$ cat config.mk
export PLATFORM = sky130hd
export DESIGN_NAME = rle_escape_stream_decoder_flat
export DESIGN_NICKNAME = d
export VERILOG_FILES = /design/src/rle_pkg.sv /design/src/rle_in_if.sv /design/src/rle_out_if.sv /design/src/rle_cfg_if.sv /design/src/rle_dp.sv /design/src/rle_ctrl.sv /design/src/rle_escape_stream_decoder.sv /design/src/flat_wrapper.sv
export SDC_FILE = /design/constraint.sdc
export NUM_CORES = 1
export LEC_CHECK = 0
export BUFFER_PORTS_ARGS = -buffer_cell sky130_fd_sc_hd__buf_2
export CAP_MARGIN = 20
export CORE_MARGIN = 3
export CORE_UTILIZATION = 59
export DETAILED_ROUTE_END_ITERATION = 16
export GPL_TIMING_DRIVEN = 0
export PLACE_DENSITY = 0.89
export SYNTH_ARGS = -nofsm -noshare
export SYNTH_HDL_FRONTEND = slang
export SYNTH_SLANG_ARGS = --single-unit
export TNS_END_PERCENT = 20
$ cat constraint.sdc
create_clock -name i_clk -period 11.4 [get_ports i_clk]
set_clock_uncertainty 0.1 [all_clocks]
set_input_delay 3.42 -clock i_clk [delete_from_list [all_inputs] [get_ports i_clk]]
set_output_delay 3.42 -clock i_clk [all_outputs]
set_load 0.01 [all_outputs]
$ cat src/rle_pkg.sv
// ----------------------------------------------------------------------------
// rle_pkg
// Shared types and constants for the escape-byte run-length stream decoder.
// ----------------------------------------------------------------------------
package rle_pkg;

    // Output group geometry and header layout
    localparam int unsigned LANES     = 8;
    localparam int unsigned HDR_LEN   = 8;
    localparam int unsigned MAGIC_LEN = 4;

    localparam logic [2:0] HDR_LAST_POS = 3'(HDR_LEN - 1);
    localparam logic [3:0] LANES_CNT    = 4'(LANES);
    localparam logic [7:0] LANES_BYTE   = 8'(LANES);

    // Configuration register reset values
    localparam logic [7:0] RUN_ESC_RST = 8'hFF;
    localparam logic [7:0] LIT_ESC_RST = 8'hFE;

    // Configuration register indexes
    localparam logic [7:0] CFG_IDX_RUN_ESC = 8'd0;
    localparam logic [7:0] CFG_IDX_LIT_ESC = 8'd1;

    // File status codes
    typedef enum logic [1:0] {
        ST_OK        = 2'd0,
        ST_SHORT     = 2'd1,
        ST_BAD_MAGIC = 2'd2
    } t_status;

    // Decoder phases
    typedef enum logic [2:0] {
        PH_HEADER,
        PH_IDLE,
        PH_RUN_COUNT,
        PH_RUN_VALUE,
        PH_LIT_COUNT,
        PH_LIT_DATA,
        PH_DISCARD,
        PH_EXPAND
    } t_phase;

    // Byte count selection for an output group
    typedef enum logic [1:0] {
        NS_ZERO,
        NS_ONE,
        NS_RUN
    } t_nsel;

    // Controller to datapath commands
    typedef struct packed {
        logic      out_load;
        t_nsel     nsel;
        logic      src_saved;
        logic      glast;
        logic      fend;
        t_status   status;
        logic      count_load;
        logic      count_dec;
        logic      count_sub;
        logic      save_val;
        logic [1:0] magic_idx;
    } t_dp_cmd;

    // Datapath to controller status
    typedef struct packed {
        logic out_free;
        logic run_hit;
        logic lit_hit;
        logic in_zero;
        logic magic_eq;
        logic count_zero;
        logic count_one;
        logic count_gt;
    } t_dp_stat;

    // Header magic "RLEF"
    function automatic logic [7:0] magic_byte(input logic [1:0] idx);
        logic [7:0] b;
        case (idx)
            2'd0:    b = 8'h52;
            2'd1:    b = 8'h4C;
            2'd2:    b = 8'h45;
            default: b = 8'h46;
        endcase
        return b;
    endfunction

endpackage

$ cat src/rle_in_if.sv
// ----------------------------------------------------------------------------
// rle_in_if
// Compressed byte input channel: one file byte and an end-of-file flag.
// ----------------------------------------------------------------------------
interface rle_in_if;
    logic       valid;
    logic       ready;
    logic [7:0] in_byte;
    logic       in_last;

    modport source (output valid, output in_byte, output in_last, input ready);
    modport sink   (input valid, input in_byte, input in_last, output ready);
endinterface

$ cat src/rle_out_if.sv
// ----------------------------------------------------------------------------
// rle_out_if
// Decoded output channel: a group of up to eight bytes plus framing/status.
// ----------------------------------------------------------------------------
interface rle_out_if;
    logic       valid;
    logic       ready;
    logic [7:0] out_byte0;
    logic [7:0] out_byte1;
    logic [7:0] out_byte2;
    logic [7:0] out_byte3;
    logic [7:0] out_byte4;
    logic [7:0] out_byte5;
    logic [7:0] out_byte6;
    logic [7:0] out_byte7;
    logic [3:0] valid_bytes;
    logic       group_last;
    logic       file_end;
    logic [1:0] status;

    modport source (
        output valid, output out_byte0, output out_byte1, output out_byte2,
        output out_byte3, output out_byte4, output out_byte5, output out_byte6,
        output out_byte7, output valid_bytes, output group_last, output file_end,
        output status, input ready
    );
    modport sink (
        input valid, input out_byte0, input out_byte1, input out_byte2,
        input out_byte3, input out_byte4, input out_byte5, input out_byte6,
        input out_byte7, input valid_bytes, input group_last, input file_end,
        input status, output ready
    );
endinterface

$ cat src/rle_cfg_if.sv
// ----------------------------------------------------------------------------
// rle_cfg_if
// Configuration write channel: register index and write data.
// ----------------------------------------------------------------------------
interface rle_cfg_if;
    logic       valid;
    logic       ready;
    logic [7:0] index;
    logic [7:0] data;

    modport source (output valid, output index, output data, input ready);
    modport sink   (input valid, input index, input data, output ready);
endinterface

$ cat src/rle_dp.sv
// ----------------------------------------------------------------------------
// rle_dp
// Datapath: escape registers, pending count, saved run byte and the output
// group register with its handshake.
// ----------------------------------------------------------------------------
module rle_dp (
    input  logic               i_clk,
    input  logic               i_rst_n,
    input  logic [7:0]         i_in_byte,
    input  rle_pkg::t_dp_cmd   i_cmd,
    output rle_pkg::t_dp_stat  o_st,
    rle_cfg_if.sink            i_cfg,
    rle_out_if.source          o_out
);
    import rle_pkg::*;

    logic [7:0] r_run_esc;
    logic [7:0] r_lit_esc;
    logic [7:0] r_pending;
    logic [7:0] n_pending;
    logic [7:0] r_run_val;
    logic       r_out_valid;
    logic [7:0] r_lane [LANES];
    logic [3:0] r_nbytes;
    logic       r_glast;
    logic       r_fend;
    logic [1:0] r_status;
    logic [7:0] grp_val;
    logic [3:0] grp_n;

    // Configuration writes, always accepted
    assign i_cfg.ready = 1'b1;

    always_ff @(posedge i_clk) begin
        if (!i_rst_n) begin
            r_run_esc <= RUN_ESC_RST;
            r_lit_esc <= LIT_ESC_RST;
        end else if (i_cfg.valid) begin
            if (i_cfg.index == CFG_IDX_RUN_ESC) r_run_esc <= i_cfg.data;
            if (i_cfg.index == CFG_IDX_LIT_ESC) r_lit_esc <= i_cfg.data;
        end
    end

    // Pending count and saved run byte
    always_comb begin
        n_pending = r_pending;
        if (i_cmd.count_load)     n_pending = i_in_byte;
        else if (i_cmd.count_dec) n_pending = r_pending - 8'd1;
        else if (i_cmd.count_sub) n_pending = r_pending - LANES_BYTE;
    end

    always_ff @(posedge i_clk) begin
        r_pending <= n_pending;
        if (i_cmd.save_val) r_run_val <= i_in_byte;
    end

    // Status toward the controller
    assign o_st.out_free   = !r_out_valid || o_out.ready;
    assign o_st.run_hit    = (i_in_byte == r_run_esc);
    assign o_st.lit_hit    = (i_in_byte == r_lit_esc);
    assign o_st.in_zero    = (i_in_byte == 8'd0);
    assign o_st.magic_eq   = (i_in_byte == magic_byte(i_cmd.magic_idx));
    assign o_st.count_zero = (r_pending == 8'd0);
    assign o_st.count_one  = (r_pending == 8'd1);
    assign o_st.count_gt   = (r_pending > LANES_BYTE);

    // Group value and byte count
    assign grp_val = i_cmd.src_saved ? r_run_val : i_in_byte;

    always_comb begin
        case (i_cmd.nsel)
            NS_ZERO: grp_n = 4'd0;
            NS_ONE:  grp_n = 4'd1;
            NS_RUN:  grp_n = (r_pending > LANES_BYTE) ? LANES_CNT : r_pending[3:0];
            default: grp_n = 4'd0;
        endcase
    end

    // Output group register
    always_ff @(posedge i_clk) begin
        if (!i_rst_n) begin
            r_out_valid <= 1'b0;
        end else if (i_cmd.out_load) begin
            r_out_valid <= 1'b1;
        end else if (o_out.ready) begin
            r_out_valid <= 1'b0;
        end
    end

    always_ff @(posedge i_clk) begin
        if (i_cmd.out_load) begin
            for (int j = 0; j < LANES; j++) begin
                r_lane[j] <= (4'(j) < grp_n) ? grp_val : 8'd0;
            end
            r_nbytes <= grp_n;
            r_glast  <= i_cmd.glast;
            r_fend   <= i_cmd.fend;
            r_status <= i_cmd.status;
        end
    end

    assign o_out.valid       = r_out_valid;
    assign o_out.out_byte0   = r_lane[0];
    assign o_out.out_byte1   = r_lane[1];
    assign o_out.out_byte2   = r_lane[2];
    assign o_out.out_byte3   = r_lane[3];
    assign o_out.out_byte4   = r_lane[4];
    assign o_out.out_byte5   = r_lane[5];
    assign o_out.out_byte6   = r_lane[6];
    assign o_out.out_byte7   = r_lane[7];
    assign o_out.valid_bytes = r_nbytes;
    assign o_out.group_last  = r_glast;
    assign o_out.file_end    = r_fend;
    assign o_out.status      = r_status;

endmodule

$ cat src/rle_ctrl.sv
// ----------------------------------------------------------------------------
// rle_ctrl
// Controller: header check, record phases and run expansion sequencing.
// ----------------------------------------------------------------------------
module rle_ctrl (
    input  logic               i_clk,
    input  logic               i_rst_n,
    input  logic               i_in_valid,
    input  logic               i_in_last,
    output logic               o_in_ready,
    input  rle_pkg::t_dp_stat  i_st,
    output rle_pkg::t_dp_cmd   o_cmd
);
    import rle_pkg::*;

    t_phase     r_phase;
    t_phase     n_phase;
    logic [2:0] r_hpos;
    logic [2:0] n_hpos;
    logic       r_mm;
    logic       n_mm;
    logic       r_run_last;
    logic       n_run_last;
    logic       acc;
    logic       mm_now;
    logic       run_defer;
    logic       emit;
    t_status    step_status;

    assign o_in_ready = (r_phase != PH_EXPAND) && i_st.out_free;
    assign acc        = i_in_valid && o_in_ready;

    // Magic mismatch including the current header byte
    assign mm_now    = r_mm || (!r_hpos[2] && !i_st.magic_eq);
    // Long run: closing group comes later from the expansion state
    assign run_defer = (r_phase == PH_RUN_VALUE) && i_st.count_gt;

    // Next state
    always_comb begin
        n_phase    = r_phase;
        n_hpos     = r_hpos;
        n_mm       = r_mm;
        n_run_last = r_run_last;
        if (acc) begin
            case (r_phase)
                PH_HEADER: begin
                    n_mm = mm_now;
                    if (r_hpos == HDR_LAST_POS) begin
                        n_phase = mm_now ? PH_DISCARD : PH_IDLE;
                        n_hpos  = 3'd0;
                    end else begin
                        n_hpos = r_hpos + 3'd1;
                    end
                end
                PH_IDLE: begin
                    if (i_st.run_hit)      n_phase = PH_RUN_COUNT;
                    else if (i_st.lit_hit) n_phase = PH_LIT_COUNT;
                end
                PH_RUN_COUNT: n_phase = PH_RUN_VALUE;
                PH_RUN_VALUE: begin
                    if (i_st.count_gt) begin
                        n_phase    = PH_EXPAND;
                        n_run_last = i_in_last;
                    end else begin
                        n_phase = PH_IDLE;
                    end
                end
                PH_LIT_COUNT: n_phase = i_st.in_zero ? PH_IDLE : PH_LIT_DATA;
                PH_LIT_DATA: begin
                    if (i_st.count_one) n_phase = PH_IDLE;
                end
                PH_DISCARD: n_phase = PH_DISCARD;
                default:    n_phase = PH_IDLE;
            endcase
            // End of file returns to the header phase
            if (i_in_last && !run_defer) begin
                n_phase = PH_HEADER;
                n_hpos  = 3'd0;
                n_mm    = 1'b0;
            end
        end else if (r_phase == PH_EXPAND && i_st.out_free && !i_st.count_gt) begin
            n_phase = r_run_last ? PH_HEADER : PH_IDLE;
        end
    end

    // Datapath commands
    always_comb begin
        o_cmd           = '0;
        o_cmd.nsel      = NS_ONE;
        o_cmd.status    = ST_OK;
        o_cmd.magic_idx = r_hpos[1:0];
        emit            = 1'b0;
        step_status     = ST_OK;
        if (acc) begin
            case (r_phase)
                PH_HEADER: begin
                    if (r_hpos == HDR_LAST_POS) begin
                        step_status = mm_now ? ST_BAD_MAGIC : ST_OK;
                    end else begin
                        step_status = ST_SHORT;
                    end
                end
                PH_IDLE: begin
                    emit = !i_st.run_hit && !i_st.lit_hit;
                end
                PH_RUN_COUNT: o_cmd.count_load = 1'b1;
                PH_RUN_VALUE: begin
                    emit       = !i_st.count_zero;
                    o_cmd.nsel = NS_RUN;
                    if (i_st.count_gt) begin
                        o_cmd.save_val  = 1'b1;
                        o_cmd.count_sub = 1'b1;
                    end
                end
                PH_LIT_COUNT: o_cmd.count_load = 1'b1;
                PH_LIT_DATA: begin
                    emit            = 1'b1;
                    o_cmd.count_dec = 1'b1;
                end
                PH_DISCARD: step_status = ST_BAD_MAGIC;
                default:    emit = 1'b0;
            endcase
            o_cmd.out_load = emit || (i_in_last && !run_defer);
            o_cmd.glast    = !run_defer;
            if (i_in_last && !run_defer) begin
                o_cmd.fend   = 1'b1;
                o_cmd.status = step_status;
                if (!emit) o_cmd.nsel = NS_ZERO;
            end
        end else if (r_phase == PH_EXPAND && i_st.out_free) begin
            // Drain the rest of a long run from the saved byte
            o_cmd.out_load  = 1'b1;
            o_cmd.nsel      = NS_RUN;
            o_cmd.src_saved = 1'b1;
            o_cmd.glast     = !i_st.count_gt;
            o_cmd.fend      = !i_st.count_gt && r_run_last;
            o_cmd.count_sub = i_st.count_gt;
        end
    end

    // State registers
    always_ff @(posedge i_clk) begin
        if (!i_rst_n) begin
            r_phase    <= PH_HEADER;
            r_hpos     <= 3'd0;
            r_mm       <= 1'b0;
            r_run_last <= 1'b0;
        end else begin
            r_phase    <= n_phase;
            r_hpos     <= n_hpos;
            r_mm       <= n_mm;
            r_run_last <= n_run_last;
        end
    end

`ifndef ASSERT_OFF
    // A group is only loaded when the output register can take it
    a_load_free: assert property (@(posedge i_clk) disable iff (!i_rst_n)
        o_cmd.out_load |-> i_st.out_free)
        else $error("output group loaded while output register busy");

    // The file-closing group always ends its input byte
    a_fend_glast: assert property (@(posedge i_clk) disable iff (!i_rst_n)
        (o_cmd.out_load && o_cmd.fend) |-> o_cmd.glast)
        else $error("file end without group last");

    // Header position only advances inside the header
    a_hpos_phase: assert property (@(posedge i_clk) disable iff (!i_rst_n)
        (r_phase != PH_HEADER) |-> (r_hpos == 3'd0))
        else $error("header position outside header phase");

    // A closed file leaves phase, header position and magic mismatch at reset values
    a_last_clear: assert property (@(posedge i_clk) disable iff (!i_rst_n)
        (acc && i_in_last && !run_defer)
            |=> (r_phase == PH_HEADER && r_hpos == 3'd0 && !r_mm))
        else $error("state not cleared after last byte");

    // Expansion ends on the closing group of a run
    a_expand_end: assert property (@(posedge i_clk) disable iff (!i_rst_n)
        (r_phase == PH_EXPAND && o_cmd.out_load && o_cmd.glast)
            |=> (r_phase == PH_IDLE || r_phase == PH_HEADER))
        else $error("expansion did not finish after closing group");
`endif

endmodule

$ cat src/rle_escape_stream_decoder.sv
// ----------------------------------------------------------------------------
// rle_escape_stream_decoder
// Escape-byte run-length decoder for an "RLEF" file stream.
// ----------------------------------------------------------------------------
// Usage:
//   i_in   : compressed file bytes, in_last set on the final byte. The first
//            8 bytes are the header (magic "RLEF" plus 4 ignored size bytes).
//   i_cfg  : register 0 = run escape (reset 0xFF), 1 = literal escape
//            (reset 0xFE). Write only while the decoder is idle.
//   o_out  : decoded groups of up to 8 bytes; valid_bytes gives the lanes
//            used, group_last ends the groups of one input byte, file_end
//            with status (ok / short / bad magic) closes the file.
// Registering: a result is loaded into the output register in the cycle after its input
//   request is accepted.
// Throughput: one input byte per cycle for header, literal and pass-through
//   bytes while the output is not stalled. A run of n bytes fills ceil(n/8)
//   output groups; input is held off while the run expander drains them.
// Stalls: a single output register; when the receiver stalls, input is held
//   off until the pending group is taken.
// Reset: decoder returns to the header phase, escapes take their reset
//   values, the output register empties. No clearing pass is needed.
// ----------------------------------------------------------------------------
module rle_escape_stream_decoder (
    input  logic     i_clk,
    input  logic     i_rst_n,
    rle_in_if.sink   i_in,
    rle_cfg_if.sink  i_cfg,
    rle_out_if.source o_out
);
    import rle_pkg::*;

    t_dp_cmd  cmd;
    t_dp_stat st;
    logic     in_ready;

    assign i_in.ready = in_ready;

    rle_ctrl u_ctrl (
        .i_clk      (i_clk),
        .i_rst_n    (i_rst_n),
        .i_in_valid (i_in.valid),
        .i_in_last  (i_in.in_last),
        .o_in_ready (in_ready),
        .i_st       (st),
        .o_cmd      (cmd)
    );

    rle_dp u_dp (
        .i_clk     (i_clk),
        .i_rst_n   (i_rst_n),
        .i_in_byte (i_in.in_byte),
        .i_cmd     (cmd),
        .o_st      (st),
        .i_cfg     (i_cfg),
        .o_out     (o_out)
    );

endmodule

$ cat src/flat_wrapper.sv
// flat-port wrapper written by rule: the top's interface ports become plain ports
module rle_escape_stream_decoder_flat import rle_pkg::*;
  (i_clk, i_rst_n, i_in_valid, i_in_in_byte, i_in_in_last, i_in_ready, i_cfg_valid, i_cfg_index, i_cfg_data, i_cfg_ready, o_out_valid, o_out_out_byte0, o_out_out_byte1, o_out_out_byte2, o_out_out_byte3, o_out_out_byte4, o_out_out_byte5, o_out_out_byte6, o_out_out_byte7, o_out_valid_bytes, o_out_group_last, o_out_file_end, o_out_status, o_out_ready);
  rle_in_if i_in_i ();
  rle_cfg_if i_cfg_i ();
  rle_out_if o_out_i ();
  input  logic i_clk;
  input  logic i_rst_n;
  input wire logic [$bits(i_in_i.valid)-1:0] i_in_valid;
  input wire logic [$bits(i_in_i.in_byte)-1:0] i_in_in_byte;
  input wire logic [$bits(i_in_i.in_last)-1:0] i_in_in_last;
  output wire logic [$bits(i_in_i.ready)-1:0] i_in_ready;
  input wire logic [$bits(i_cfg_i.valid)-1:0] i_cfg_valid;
  input wire logic [$bits(i_cfg_i.index)-1:0] i_cfg_index;
  input wire logic [$bits(i_cfg_i.data)-1:0] i_cfg_data;
  output wire logic [$bits(i_cfg_i.ready)-1:0] i_cfg_ready;
  output wire logic [$bits(o_out_i.valid)-1:0] o_out_valid;
  output wire logic [$bits(o_out_i.out_byte0)-1:0] o_out_out_byte0;
  output wire logic [$bits(o_out_i.out_byte1)-1:0] o_out_out_byte1;
  output wire logic [$bits(o_out_i.out_byte2)-1:0] o_out_out_byte2;
  output wire logic [$bits(o_out_i.out_byte3)-1:0] o_out_out_byte3;
  output wire logic [$bits(o_out_i.out_byte4)-1:0] o_out_out_byte4;
  output wire logic [$bits(o_out_i.out_byte5)-1:0] o_out_out_byte5;
  output wire logic [$bits(o_out_i.out_byte6)-1:0] o_out_out_byte6;
  output wire logic [$bits(o_out_i.out_byte7)-1:0] o_out_out_byte7;
  output wire logic [$bits(o_out_i.valid_bytes)-1:0] o_out_valid_bytes;
  output wire logic [$bits(o_out_i.group_last)-1:0] o_out_group_last;
  output wire logic [$bits(o_out_i.file_end)-1:0] o_out_file_end;
  output wire logic [$bits(o_out_i.status)-1:0] o_out_status;
  input wire logic [$bits(o_out_i.ready)-1:0] o_out_ready;
  assign i_in_i.valid = i_in_valid;
  assign i_in_i.in_byte = i_in_in_byte;
  assign i_in_i.in_last = i_in_in_last;
  assign i_in_ready = i_in_i.ready;
  assign i_cfg_i.valid = i_cfg_valid;
  assign i_cfg_i.index = i_cfg_index;
  assign i_cfg_i.data = i_cfg_data;
  assign i_cfg_ready = i_cfg_i.ready;
  assign o_out_valid = o_out_i.valid;
  assign o_out_out_byte0 = o_out_i.out_byte0;
  assign o_out_out_byte1 = o_out_i.out_byte1;
  assign o_out_out_byte2 = o_out_i.out_byte2;
  assign o_out_out_byte3 = o_out_i.out_byte3;
  assign o_out_out_byte4 = o_out_i.out_byte4;
  assign o_out_out_byte5 = o_out_i.out_byte5;
  assign o_out_out_byte6 = o_out_i.out_byte6;
  assign o_out_out_byte7 = o_out_i.out_byte7;
  assign o_out_valid_bytes = o_out_i.valid_bytes;
  assign o_out_group_last = o_out_i.group_last;
  assign o_out_file_end = o_out_i.file_end;
  assign o_out_status = o_out_i.status;
  assign o_out_i.ready = o_out_ready;
  rle_escape_stream_decoder u_core (.i_clk(i_clk), .i_rst_n(i_rst_n), .i_in(i_in_i), .i_cfg(i_cfg_i), .o_out(o_out_i));
endmodule
Yosys cells after proc, flatten, opt, wreduce, memory -nomap -nowiden
Memory sizes are Yosys's and may differ from the RTL's.
Index checks and enable logic that the tools add are counted.
{"block": "totals", "latch_bits": 0, "romBits": 0, "inputBits": 30, "elab_cells": 140, "reg_bits": 49, "n_memories": 1, "ram_bits": 64}
{"block": "op_classes", "bitwise": 0, "n_reduce_logical": 36, "muxes": 57, "order_cmp": 9, "div": 0, "n_addsub": 3, "multipliers": 0, "eq_ne": 21, "shifts": 0}
{"memory": "u_core.u_dp.r_lane", "depth": 8, "word_bits": 8, "rd": 8, "rd_ports_with_merged_regs": 0, "write_ports": 8, "line": "rle_dp.sv:23", "text": "logic [7:0] r_lane [LANES];"}
{"op": "two-way mux 8 bit", "n": 12}
{"op": "two-way mux 3 bit", "n": 15}
{"op": "equality test 8 bit", "n": 3}
{"op": "logical NOT 8 bit", "n": 3}
{"op": "one-hot mux 3 bit (7 select lines)", "n": 1}
{"op": "two-way mux 2 bit", "n": 9}
{"op": "equality test 8 x 1 -> 1 bit (second input constant)", "n": 2}
{"op": "< comparator 3 x 4 -> 1 bit (first input constant)", "n": 4}
{"op": "equality test 3 bit (second input constant)", "n": 5}
{"op": "one-hot mux 5 bit (3 select lines)", "n": 1}
{"op": "two-way mux 1 bit", "n": 14}
{"op": "logical AND 1 bit", "n": 9}
{"op": "greater-than comparator 8 x 4 -> 1 bit (second input constant)", "n": 1}
{"op": "logical NOT 1 bit", "n": 8}
{"op": "< comparator 1 x 4 -> 1 bit (first input constant)", "n": 2}
{"op": "< comparator 2 x 4 -> 1 bit (first input constant)", "n": 2}
{"op": "one-hot mux 4 bit (2 select lines)", "n": 1}
{"op": "AND reduction 2 bit", "n": 4}
{"op": "subtractor 8 x 1 -> 8 bit (second input constant)", "n": 1}
{"op": "subtractor 8 x 4 -> 8 bit (second input constant)", "n": 1}
{"op": "equality test 3 x 2 -> 1 bit (second input constant)", "n": 2}
{"op": "two-way mux 6 bit", "n": 1}
{"op": "nonzero test 2 bit", "n": 3}
{"op": "!= test 5 bit (second input constant)", "n": 1}
{"op": "17 further kinds", "n": 21}

Logic depth before layout (Yosys ltp)
Gate-level depths: netlist (run 1).
{"block": "depth", "depth_word": 12, "mapped_depth": 15, "mapped_depth_nobuf": 14}

Hierarchy
Synthesis (run 1) repeated with hierarchy kept, for this count alone.
{"block": "unflattened", "hier_cells": 456, "hier_area_um2": 5316.3}
{"mod": "rle_dp", "cells_each": 355, "area_each_um2": 4516.8, "seq_area_each_um2": 2982.9, "instances": 1}
{"mod": "rle_ctrl", "cells_each": 101, "area_each_um2": 799.5, "seq_area_each_um2": 160.2, "instances": 1}

Worst setup path after synthesis (run 1)
Ideal clock, no wire load.
{"block": "synth_timing", "kind": "input -> output", "from": "in o_out_ready", "to": "out i_in_ready", "n_path_buf": 0, "slack_ps": 4117, "path_stages": 2, "arrival_time_ps": 3763, "path_cell_list": "nand2b_1 and2_1"}
{"block": "synth_between", "elab_chain_cells": 2}
{"item": "start, declared", "line": "flat_wrapper.sv:30", "text": "input wire logic [$bits(o_out_i.ready)-1:0] o_out_ready;"}
{"item": "logical OR 1 bit", "line": "rle_dp.sv:58", "text": "assign o_st.out_free = !r_out_valid || o_out.ready;"}
{"item": "logical AND 1 bit", "line": "rle_ctrl.sv:30", "text": "assign o_in_ready = (r_phase != PH_EXPAND) && i_st.out_free;"}
{"item": "end, declared", "line": "flat_wrapper.sv:12", "text": "output wire logic [$bits(i_in_i.ready)-1:0] i_in_ready;"}
No other way between the ends.

Worst setup path after layout (run 1)
Ends and elaborated chain as after synthesis.

==> flow_summary.rst, run 1 <==
.. list-table::
   :header-rows: 1

   * - Metric
     - Value
   * - Status
     - finished, final reports clean
   * - Ys Warns
     - 0
   * - Cell count after placement
     - around 650
   * - Unrepaired setup endpoints after global routing
     - false
   * - Width of the die
     - between 90 and 100 um
   * - Lkg Pwr
     - between 2 and 3 nW
   * - Vias after detailed routing
     - ~4,100
   * - Wire length of the first global-routing pass
     - 20,500 um
   * - TritonCTS clock tree
     - yes
   * - Time the final worst path needs with I/O delays and setup
     - 7.56 ns
   * - Via density
     - a little over 6
   * - Max_slew headroom
     - around 33%
   * - EDFF count, synth
     - between 80 and 90
   * - Count of endpoints failing hold in the final timing report
     - 0
   * - Register bit total from synthesis
     - ~110
   * - Die boundary height
     - 99.2 um
   * - Initial cell density of the core
     - roughly 61%
   * - Avg Synthesized Cell Area
     - 11.6 sq um
   * - Overall overflow remaining after global route
     - 0
   * - Clock-pin slew on the worst setup and hold paths
     - 0.06 ns
   * - Full die area
     - between 0.009 and 0.01 sq mm
   * - Final estimated routing congestion in global placement
     - ~0.96
   * - Port-buffer cells
     - between 100 and 150
   * - Number of iterations in the first detailed-routing pass
     - 5
   * - Post-synthesis cell area
     - approximately 0.0051 sq mm
   * - Worst stage delay on the critical path
     - 0.20 ns
   * - CP Cell Sequence
     - buf_2 > nand2b_1 > and2_1 > buf_2
   * - Number of global-route vias before repair
     - 3,999
   * - Synthesized netlist net count
     - 485
   * - Post-CTS Hold Buffers
     - 0
   * - Cell taking the most area after synthesis
     - edfxtp_1
   * - Area inside the core boundary
     - approximately 0.0083 sq mm
   * - Maximum number of pins on one net before global-route repair
     - 70
   * - Source-to-sink clock delay at the later pin of the worst-skew pair
     - approximately 0.51 ns
   * - Number of different library cells in the post-synthesis netlist
     - 57
   * - Detailed Route WL
     - about 13,000 um
   * - Fraction of synthesis flops using an asynchronous set or reset pin
     - 0%
   * - Number of placement rows
     - 33
   * - Kind of start point of the critical path
     - input port
   * - Routed wire per std cell
     - about 19 um
   * - Worst-Margin Slew
     - between 0.9 and 1 ns
   * - Setup total negative slack
     - 0 ns
   * - Post-detailed-route count of antenna-violating nets
     - 0
   * - Max Fclk
     - 0.132 GHz
   * - Area added between synthesis and finish
     - 23.7%
   * - Sequential share of the synthesized area
     - between 60% and 70%
   * - Final setup vio count
     - 0
   * - Critical path's slowest cell
     - nand2b_1
   * - Classification of the worst-slack hold path
     - reg2reg
   * - Bufs on Longest Clock Path
     - 2
   * - Cell types occupying the most area after synthesis
     - edfxtp_1 (52%), dfxtp_1 (9.8%), nor2_1 (6.3%)
   * - Placed inst area
     - around 0.0058 sq mm
   * - Initial antenna violation count
     - 0
   * - Max Transition Viols Final
     - 0
   * - Required time at the endpoint of the critical path
     - a little under 8 ns
   * - Critical path class
     - in2out
   * - Highest net fanout along the worst path
     - 5
   * - Share of layout cells above drive strength 1
     - between 20 and 25%
   * - Highest-count cells in the layout ignoring fill and taps
     - buf_2 (104), edfxtp_1 (88), nor2_1 (86)
   * - GRT Overall Usage
     - roughly 27%
   * - Root buffer cell
     - clkbuf_8
   * - Type of destination of the critical path
     - output pin
   * - Total DRC errors in the routed layout
     - 0
   * - Post-detailed-placement half-perimeter wirelength
     - 8530 um
   * - Most instantiated flip-flop cell in the synthesis netlist
     - edfxtp_1
   * - Number of max-cap violations
     - 0
   * - Most common cell after layout, fill and taps aside
     - buf_2
   * - Data arrival time of the critical path
     - ~4.0 ns
   * - Number of resized instances in the post-cts repair step
     - 0
   * - Fill count
     - around 500
   * - Period utilization
     - between 60% and 70%
   * - Portion of synthesized cell area occupied by the leading cell type
     - around 52%
   * - Final standard cell area without fillers
     - approximately 0.0063 sq mm
   * - Non-filler instance count after layout
     - 684
   * - Peak ir drop on the vdd network
     - 0.111 mV
   * - Power Density
     - approximately 160 mW/mm^2
   * - Number of top-level design ports
     - about 110
   * - Iter 0 DRT Violations
     - roughly 450
   * - Net total in the final layout
     - roughly 610
   * - Postcts setup bufs
     - 0
   * - Post-synthesis instance total
     - around 440
   * - Most prevalent standard cell on the critical path
     - buf_2
   * - Deepest level of the CTS H-tree
     - 4
   * - Cts bufs inserted
     - 17
   * - Antenna diode count
     - 0
   * - Clk sinks
     - between 100 and 150
## flip-flops by register name (all words and copies together) (netlist names), 2 cells and up
signal and count:
u_core.u_dp.o_out.valid_bytes 4, u_core.u_dp.r_run_val 8, u_core.u_ctrl.r_hpos 3, u_core.u_ctrl.r_phase 3
u_core.u_dp.r_pending 8, u_core.u_dp.r_lit_esc 8, u_core.u_dp.r_lane 64, u_core.u_dp.r_run_esc 8
u_core.u_dp.o_out.status 2
## synth_stat cells (3+ instances only)
master / instances
xor2_1: 12
a21o_1: 5
nor4_1: 7
mux2i_1: 26
nor2b_1: 6
nand2_1: 33
nand4_1: 3
xnor2_1: 16
and3_1: 4
nand2b_1: 5
ha_1: 12
and2_1: 3
a21oi_1: 12
inv_1: 10
clkbuf_1: 15
nor2_1: 86
nand3b_1: 3
o21ai_0: 8
nor3_1: 9
edfxtp_1: 88
dfxtp_1: 25
nand3_1: 8
## cells by family (layout without fill, tap and decap cells)
group                    after synthesis  in the layout  share of synthesized area [%]
AO/OA/AOI/OAI                         54             54                           7.32
XOR/XNOR                              28             28                           4.78
adder cells (fa/ha/maj)               12             12                           2.93
buffers and inverters                 30            166                           2.32
flip-flops                           113            113                           61.3
multiplexers                          27             27                           5.30
other                                  1              1                         0.0732
AND/OR/NAND/NOR                      178            178                           16.0
## stage by stage
step                total power [mW]  utilization, %  setup WS (ns)  hold WS (ns)
detailed placement             0.549            69.6           3.86         0.385
floorplan                      0.518               -           4.12         0.360
global route                    1.05            76.0           3.82         0.424
global placement               0.545            69.2           3.88         0.375
finish                          1.02            76.0           3.84         0.401
CTS                             1.02            76.0           3.86         0.399
## worst paths after layout
kind                            startpoint                   endpoint  slack, ns  depth (start not counted)
setup / recovery               o_out_ready                 i_in_ready       3.84                          4
hold / removal    u_core.u_dp.r_run_esc[0]   u_core.u_dp.r_run_esc[0]       0.40                          2
setup reg to reg  u_core.u_dp.r_pending[7]  u_core.u_dp.r_lane[0][16]       7.11                         15
hold reg to reg   u_core.u_dp.r_run_esc[0]   u_core.u_dp.r_run_esc[0]       0.40                          2
## power by group
group / internal (mW) / switching [mW]
Combinational: 0.0284 / 0.0517
Sequential: 0.458 / 0.00635
Clock: 0.288 / 0.185
## layout make-up
class | count | area (sq um) | share of cell area (%)
sequential | 113 | 3140 | 49.6
clock buffer | 19 | 422 | 6.65
timing repair buffer | 104 | 546 | 8.60
multi-input combinational | 300 | 1870 | 29.4
inverter | 10 | 37.5 | 0.592
buffer | 20 | 81.3 | 1.28
tap | 105 | 131 | 2.07
clock inverter | 13 | 114 | 1.80
## worst max-delay path: cells and delay by family
family	cells	cell delay, ns
buffers and inverters	2	0.23
and+or+nand+nor	2	0.39
## metal layers
| metal | track usage (%) | share of wire, % | vias up |
|---|---|---|---|
| met5 | 0 | 0 | - |
| met4 | 11.0 | 3.2 | 0 |
| met3 | 9.19 | 9.4 | 49 |
| met2 | 47.4 | 51 | 282 |
| met1 | 31.4 | 37 | 1964 |
| li1 | - | - | 1834 |
Power figures use the tool's default switching activity.
==> run 2: changes to the inputs <==
CORE_UTILIZATION = 55   (was 59)
PLACE_DENSITY = 0.84   (was 0.89)
clock period = 7.8 ns   (was 11.4 ns; I/O delays follow)
==> flow_summary.rst, run 2 (synthesis results as in run 1) <==
.. list-table::
   :header-rows: 1

   * - Metric
     - Value
   * - Pwr Total
     - 1.55 mW (+53%)
   * - Share of layout cells above drive strength 1
     - 25.4% (+0.69 points)
   * - Most common cell after layout, fill and taps aside
     - buf_2
   * - Worst stage delay on the critical path
     - 0.38 ns (+0.18 ns)
   * - Critical path's slowest cell
     - o31ai_1
   * - Critical path class
     - in2reg
   * - Deepest level of the CTS H-tree
     - 4 (unchanged)
   * - Clk sinks
     - 113 (unchanged)
   * - Kind of start point of the critical path
     - input port
   * - Final estimated routing congestion in global placement
     - 0.899 (-6.9%)
   * - Post-CTS Hold Buffers
     - 0 (unchanged)
   * - Routed wire per std cell
     - 17.7 um (-7.8%)
   * - Number of iterations in the first detailed-routing pass
     - 6 (+1)
   * - Antenna diode count
     - 0 (unchanged)
   * - Net total in the final layout
     - 608 (unchanged)
   * - Root buffer cell
     - clkbuf_8
   * - Status
     - finished, final reports clean
   * - Total DRC errors in the routed layout
     - 0 (unchanged)
   * - Number of top-level design ports
     - 105 (unchanged)
   * - Number of global-route vias before repair
     - 3,833 (-4.2%)
   * - Postcts setup bufs
     - 0 (unchanged)
   * - Power Density
     - 243 mW/mm^2 (+51%)
   * - Portion of total power attributed to sequential cells
     - 43.7% (-1.9 points)
   * - Number of placement rows
     - 34 (+3.0%)
   * - Switch share
     - 24.4% (+0.46 points)
   * - Width of the die
     - 103 um (+3.4%)
   * - Peak ir drop on the vdd network
     - 0.154 mV (+39%)
   * - Core occupancy in the finished layout
     - 71.9% (-4.1 points)
   * - Instance count along the most critical hold path
     - 2 (unchanged)
   * - Worst-case hold path end point
     - u_core.u_dp.r_run_esc[5]
   * - Setup slack of the critical path after layout
     - 2.22 ns (-1.62 ns)
   * - Post-detailed-route count of antenna-violating nets
     - 0 (unchanged)
   * - Vias after detailed routing
     - 3,981 (-3.6%)
   * - Classification of the worst-slack hold path
     - reg2reg
   * - Cts bufs inserted
     - 17 (unchanged)
   * - Max Transition Viols Final
     - 0 (unchanged)
   * - Reg2reg path depth
     - 15 (unchanged)
   * - Cell count after placement
     - 655 (+0.46%)
   * - Post-detailed-placement half-perimeter wirelength
     - 8500 um (-0.35%)
   * - Port-buffer cells
     - 102 (unchanged)
   * - Via density
     - 5.79 (-4.0%)
   * - Startpoint of the worst hold path
     - u_core.u_dp.r_run_esc[5]
   * - Area added between synthesis and finish
     - 24.7%
   * - Bufs on Longest Clock Path
     - 2 (unchanged)
   * - Setup total negative slack
     - 0 ns (unchanged)
   * - Switching power of the nets
     - 0.379 mW (+56%)
   * - Time the final worst path needs with I/O delays and setup
     - ~5.6 ns
   * - Number of max-cap violations
     - 0 (unchanged)
   * - Detailed Route WL
     - 12,100 um (-7.4%)
   * - Count of endpoints failing hold in the final timing report
     - 0 (unchanged)
   * - Number of resized instances in the post-cts repair step
     - 0 (unchanged)
   * - Initial cell density of the core
     - 57.7% (-3.8 points)
   * - GRT Overall Usage
     - 24.0% (-3.4 points)
   * - Flop2flop setup slack
     - 3.74 ns (-3.37 ns)
   * - Iter 0 DRT Violations
     - 305 (-33%)
   * - Initial antenna violation count
     - 0 (unchanged)
   * - Wire length of the first global-routing pass
     - 18,900 um (-8.0%)
   * - RR Endpoint
     - u_core.u_dp.r_lane[0][18]
   * - TritonCTS clock tree
     - yes
   * - CP Cell Sequence
     - buf_2 > clkbuf_1 > xnor2_1 > nand4_1 > o31ai_1 > a21o_1 > a21oi_1 > a221oi_1 > ha_1 > clkbuf_1 > nor2b_1 > nand2_1 > inv_1 > nor2_1 > a21o_1 > nor2_1
   * - Period utilization
     - a little under three quarters
   * - Data arrival time of the critical path
     - 5.83 ns (+1.79 ns)
   * - Clock-pin slew on the worst setup and hold paths
     - 0.06 ns (about the same)
   * - Area inside the core boundary
     - 0.00889 sq mm (+6.6%)
   * - Flip-flop count of the largest register, all copies and words added
     - 64 (unchanged)
   * - Max Fclk
     - 0.179 GHz
   * - Post-place setup slack
     - 1.83 ns (-2.04 ns)
   * - Required time at the endpoint of the critical path
     - 8.05 ns (+0.17 ns)
   * - Highest net fanout along the worst path
     - 9 (+4)
   * - Highest-count cells in the layout ignoring fill and taps
     - buf_2 (105), edfxtp_1 (88), nor2_1 (86)
   * - Power share of the clock group
     - 49.0% (+2.5 points)
   * - Maximum number of pins on one net before global-route repair
     - 71 (+1.4%)
   * - Lkg Pwr
     - 2.59 nW (+0.89%)
   * - Source-to-sink clock delay at the later pin of the worst-skew pair
     - 0.52 ns (about the same)
   * - Non-filler instance count after layout
     - 687 (+0.44%)
   * - Internal Power
     - 1.17 mW (+52%)
   * - Overall overflow remaining after global route
     - 0 (unchanged)
   * - Largest register by flop count
     - u_core.u_dp.r_lane
   * - Full die area
     - 0.0105 sq mm (+6.8%)
   * - Max_slew headroom
     - 40.0% (+6.6 points)
   * - Worst-Margin Slew
     - 0.897 ns (-0.0968 ns)
   * - Unrepaired setup endpoints after global routing
     - false
   * - Share of power burned in combinational logic
     - 7.3% (-0.6 points)
   * - Type of destination of the critical path
     - flip-flop
   * - Die boundary height
     - 103 um (+3.4%)
   * - Final setup vio count
     - 0 (unchanged)
   * - Reg-to-Reg Start
     - u_core.u_dp.r_pending[7]
## run 2: cell types whose count changed in the layout (fill, tap and decap cells not counted)
cell | before | now
bufinv_16 | 1 | 2
inv_6 | 2 | 5
inv_8 | 0 | 2
clkinv_4 | 3 | 2
clkinvlp_4 | 3 | 4
buf_4 | 2 | 1
buf_2 | 104 | 105
clkbuf_1 | 17 | 15
clkinv_1 | 2 | 0
clkinv_2 | 2 | 0
## run 2: worst max path at each step
stage | slack, ns | cells past startpoint | endpoint | start
after floorplan | 2.32 | 5 | u_core.u_dp.o_out.file_end | o_out_ready
after global placement | 1.53 | 8 | u_core.u_dp.r_lane[0][24] | i_in_in_byte[3]
after detailed placement | 1.83 | 13 | u_core.u_dp.r_lane[1][0] | i_in_in_byte[3]
after CTS | 2.27 | 16 | u_core.u_dp.r_lane[0][18] | i_in_in_byte[1]
after global routing | 2.03 | 16 | u_core.u_dp.r_lane[0][18] | i_in_in_byte[3]
final | 2.22 | 16 | u_core.u_dp.r_lane[0][18] | i_in_in_byte[3]
## run 2: per-layer routing
metal	GRT usage, %	part of all wire [%]	vias to the layer above
li1	-	-	1835
met1	28.5	39	1912
met2	40.7	50	204
met3	6.56	7.8	30
met4	11.1	2.7	0
met5	0	0	-
## run 2: final cells by class
cell class              count  area, sq um
clock buffers              17          414
flip-flops and latches    113         3140
well taps                 108          135
clock inverters            15          174
fillers                   568         2500
inverters                  10         37.5
repair buffers            104          543
multi-input cells         300         1870
plain buffers              20         81.3
## run 2: critical path, delay by kind of cell
kind	cells	cell delay (ns)
and+or+nand+nor	5	0.94
AOI/OAI and AO/OA	5	1.30
buffers and inverters	4	0.87
xor gates and xnor gates	1	0.18
adders and majority gates	1	0.19
## run 2: power groups by stage
stage	combinational (mW)	sequential, mW	clock [mW]
final	0.114	0.678	0.761
after global routing	0.125	0.679	0.788
after CTS	0.113	0.678	0.764
after detailed placement	0.113	0.690	0
after global placement	0.107	0.691	0
after floorplan	0.0588	0.699	0
## run 2: metrics by stage
step / instance area [sq um] / hold WS [ns]
final: 6390 / 0.399
after global routing: 6390 / 0.431
after CTS: 6390 / 0.402
after detailed placement: 5810 / 0.384
after global placement: 5770 / 0.377
after floorplan: 5130 / 0.360
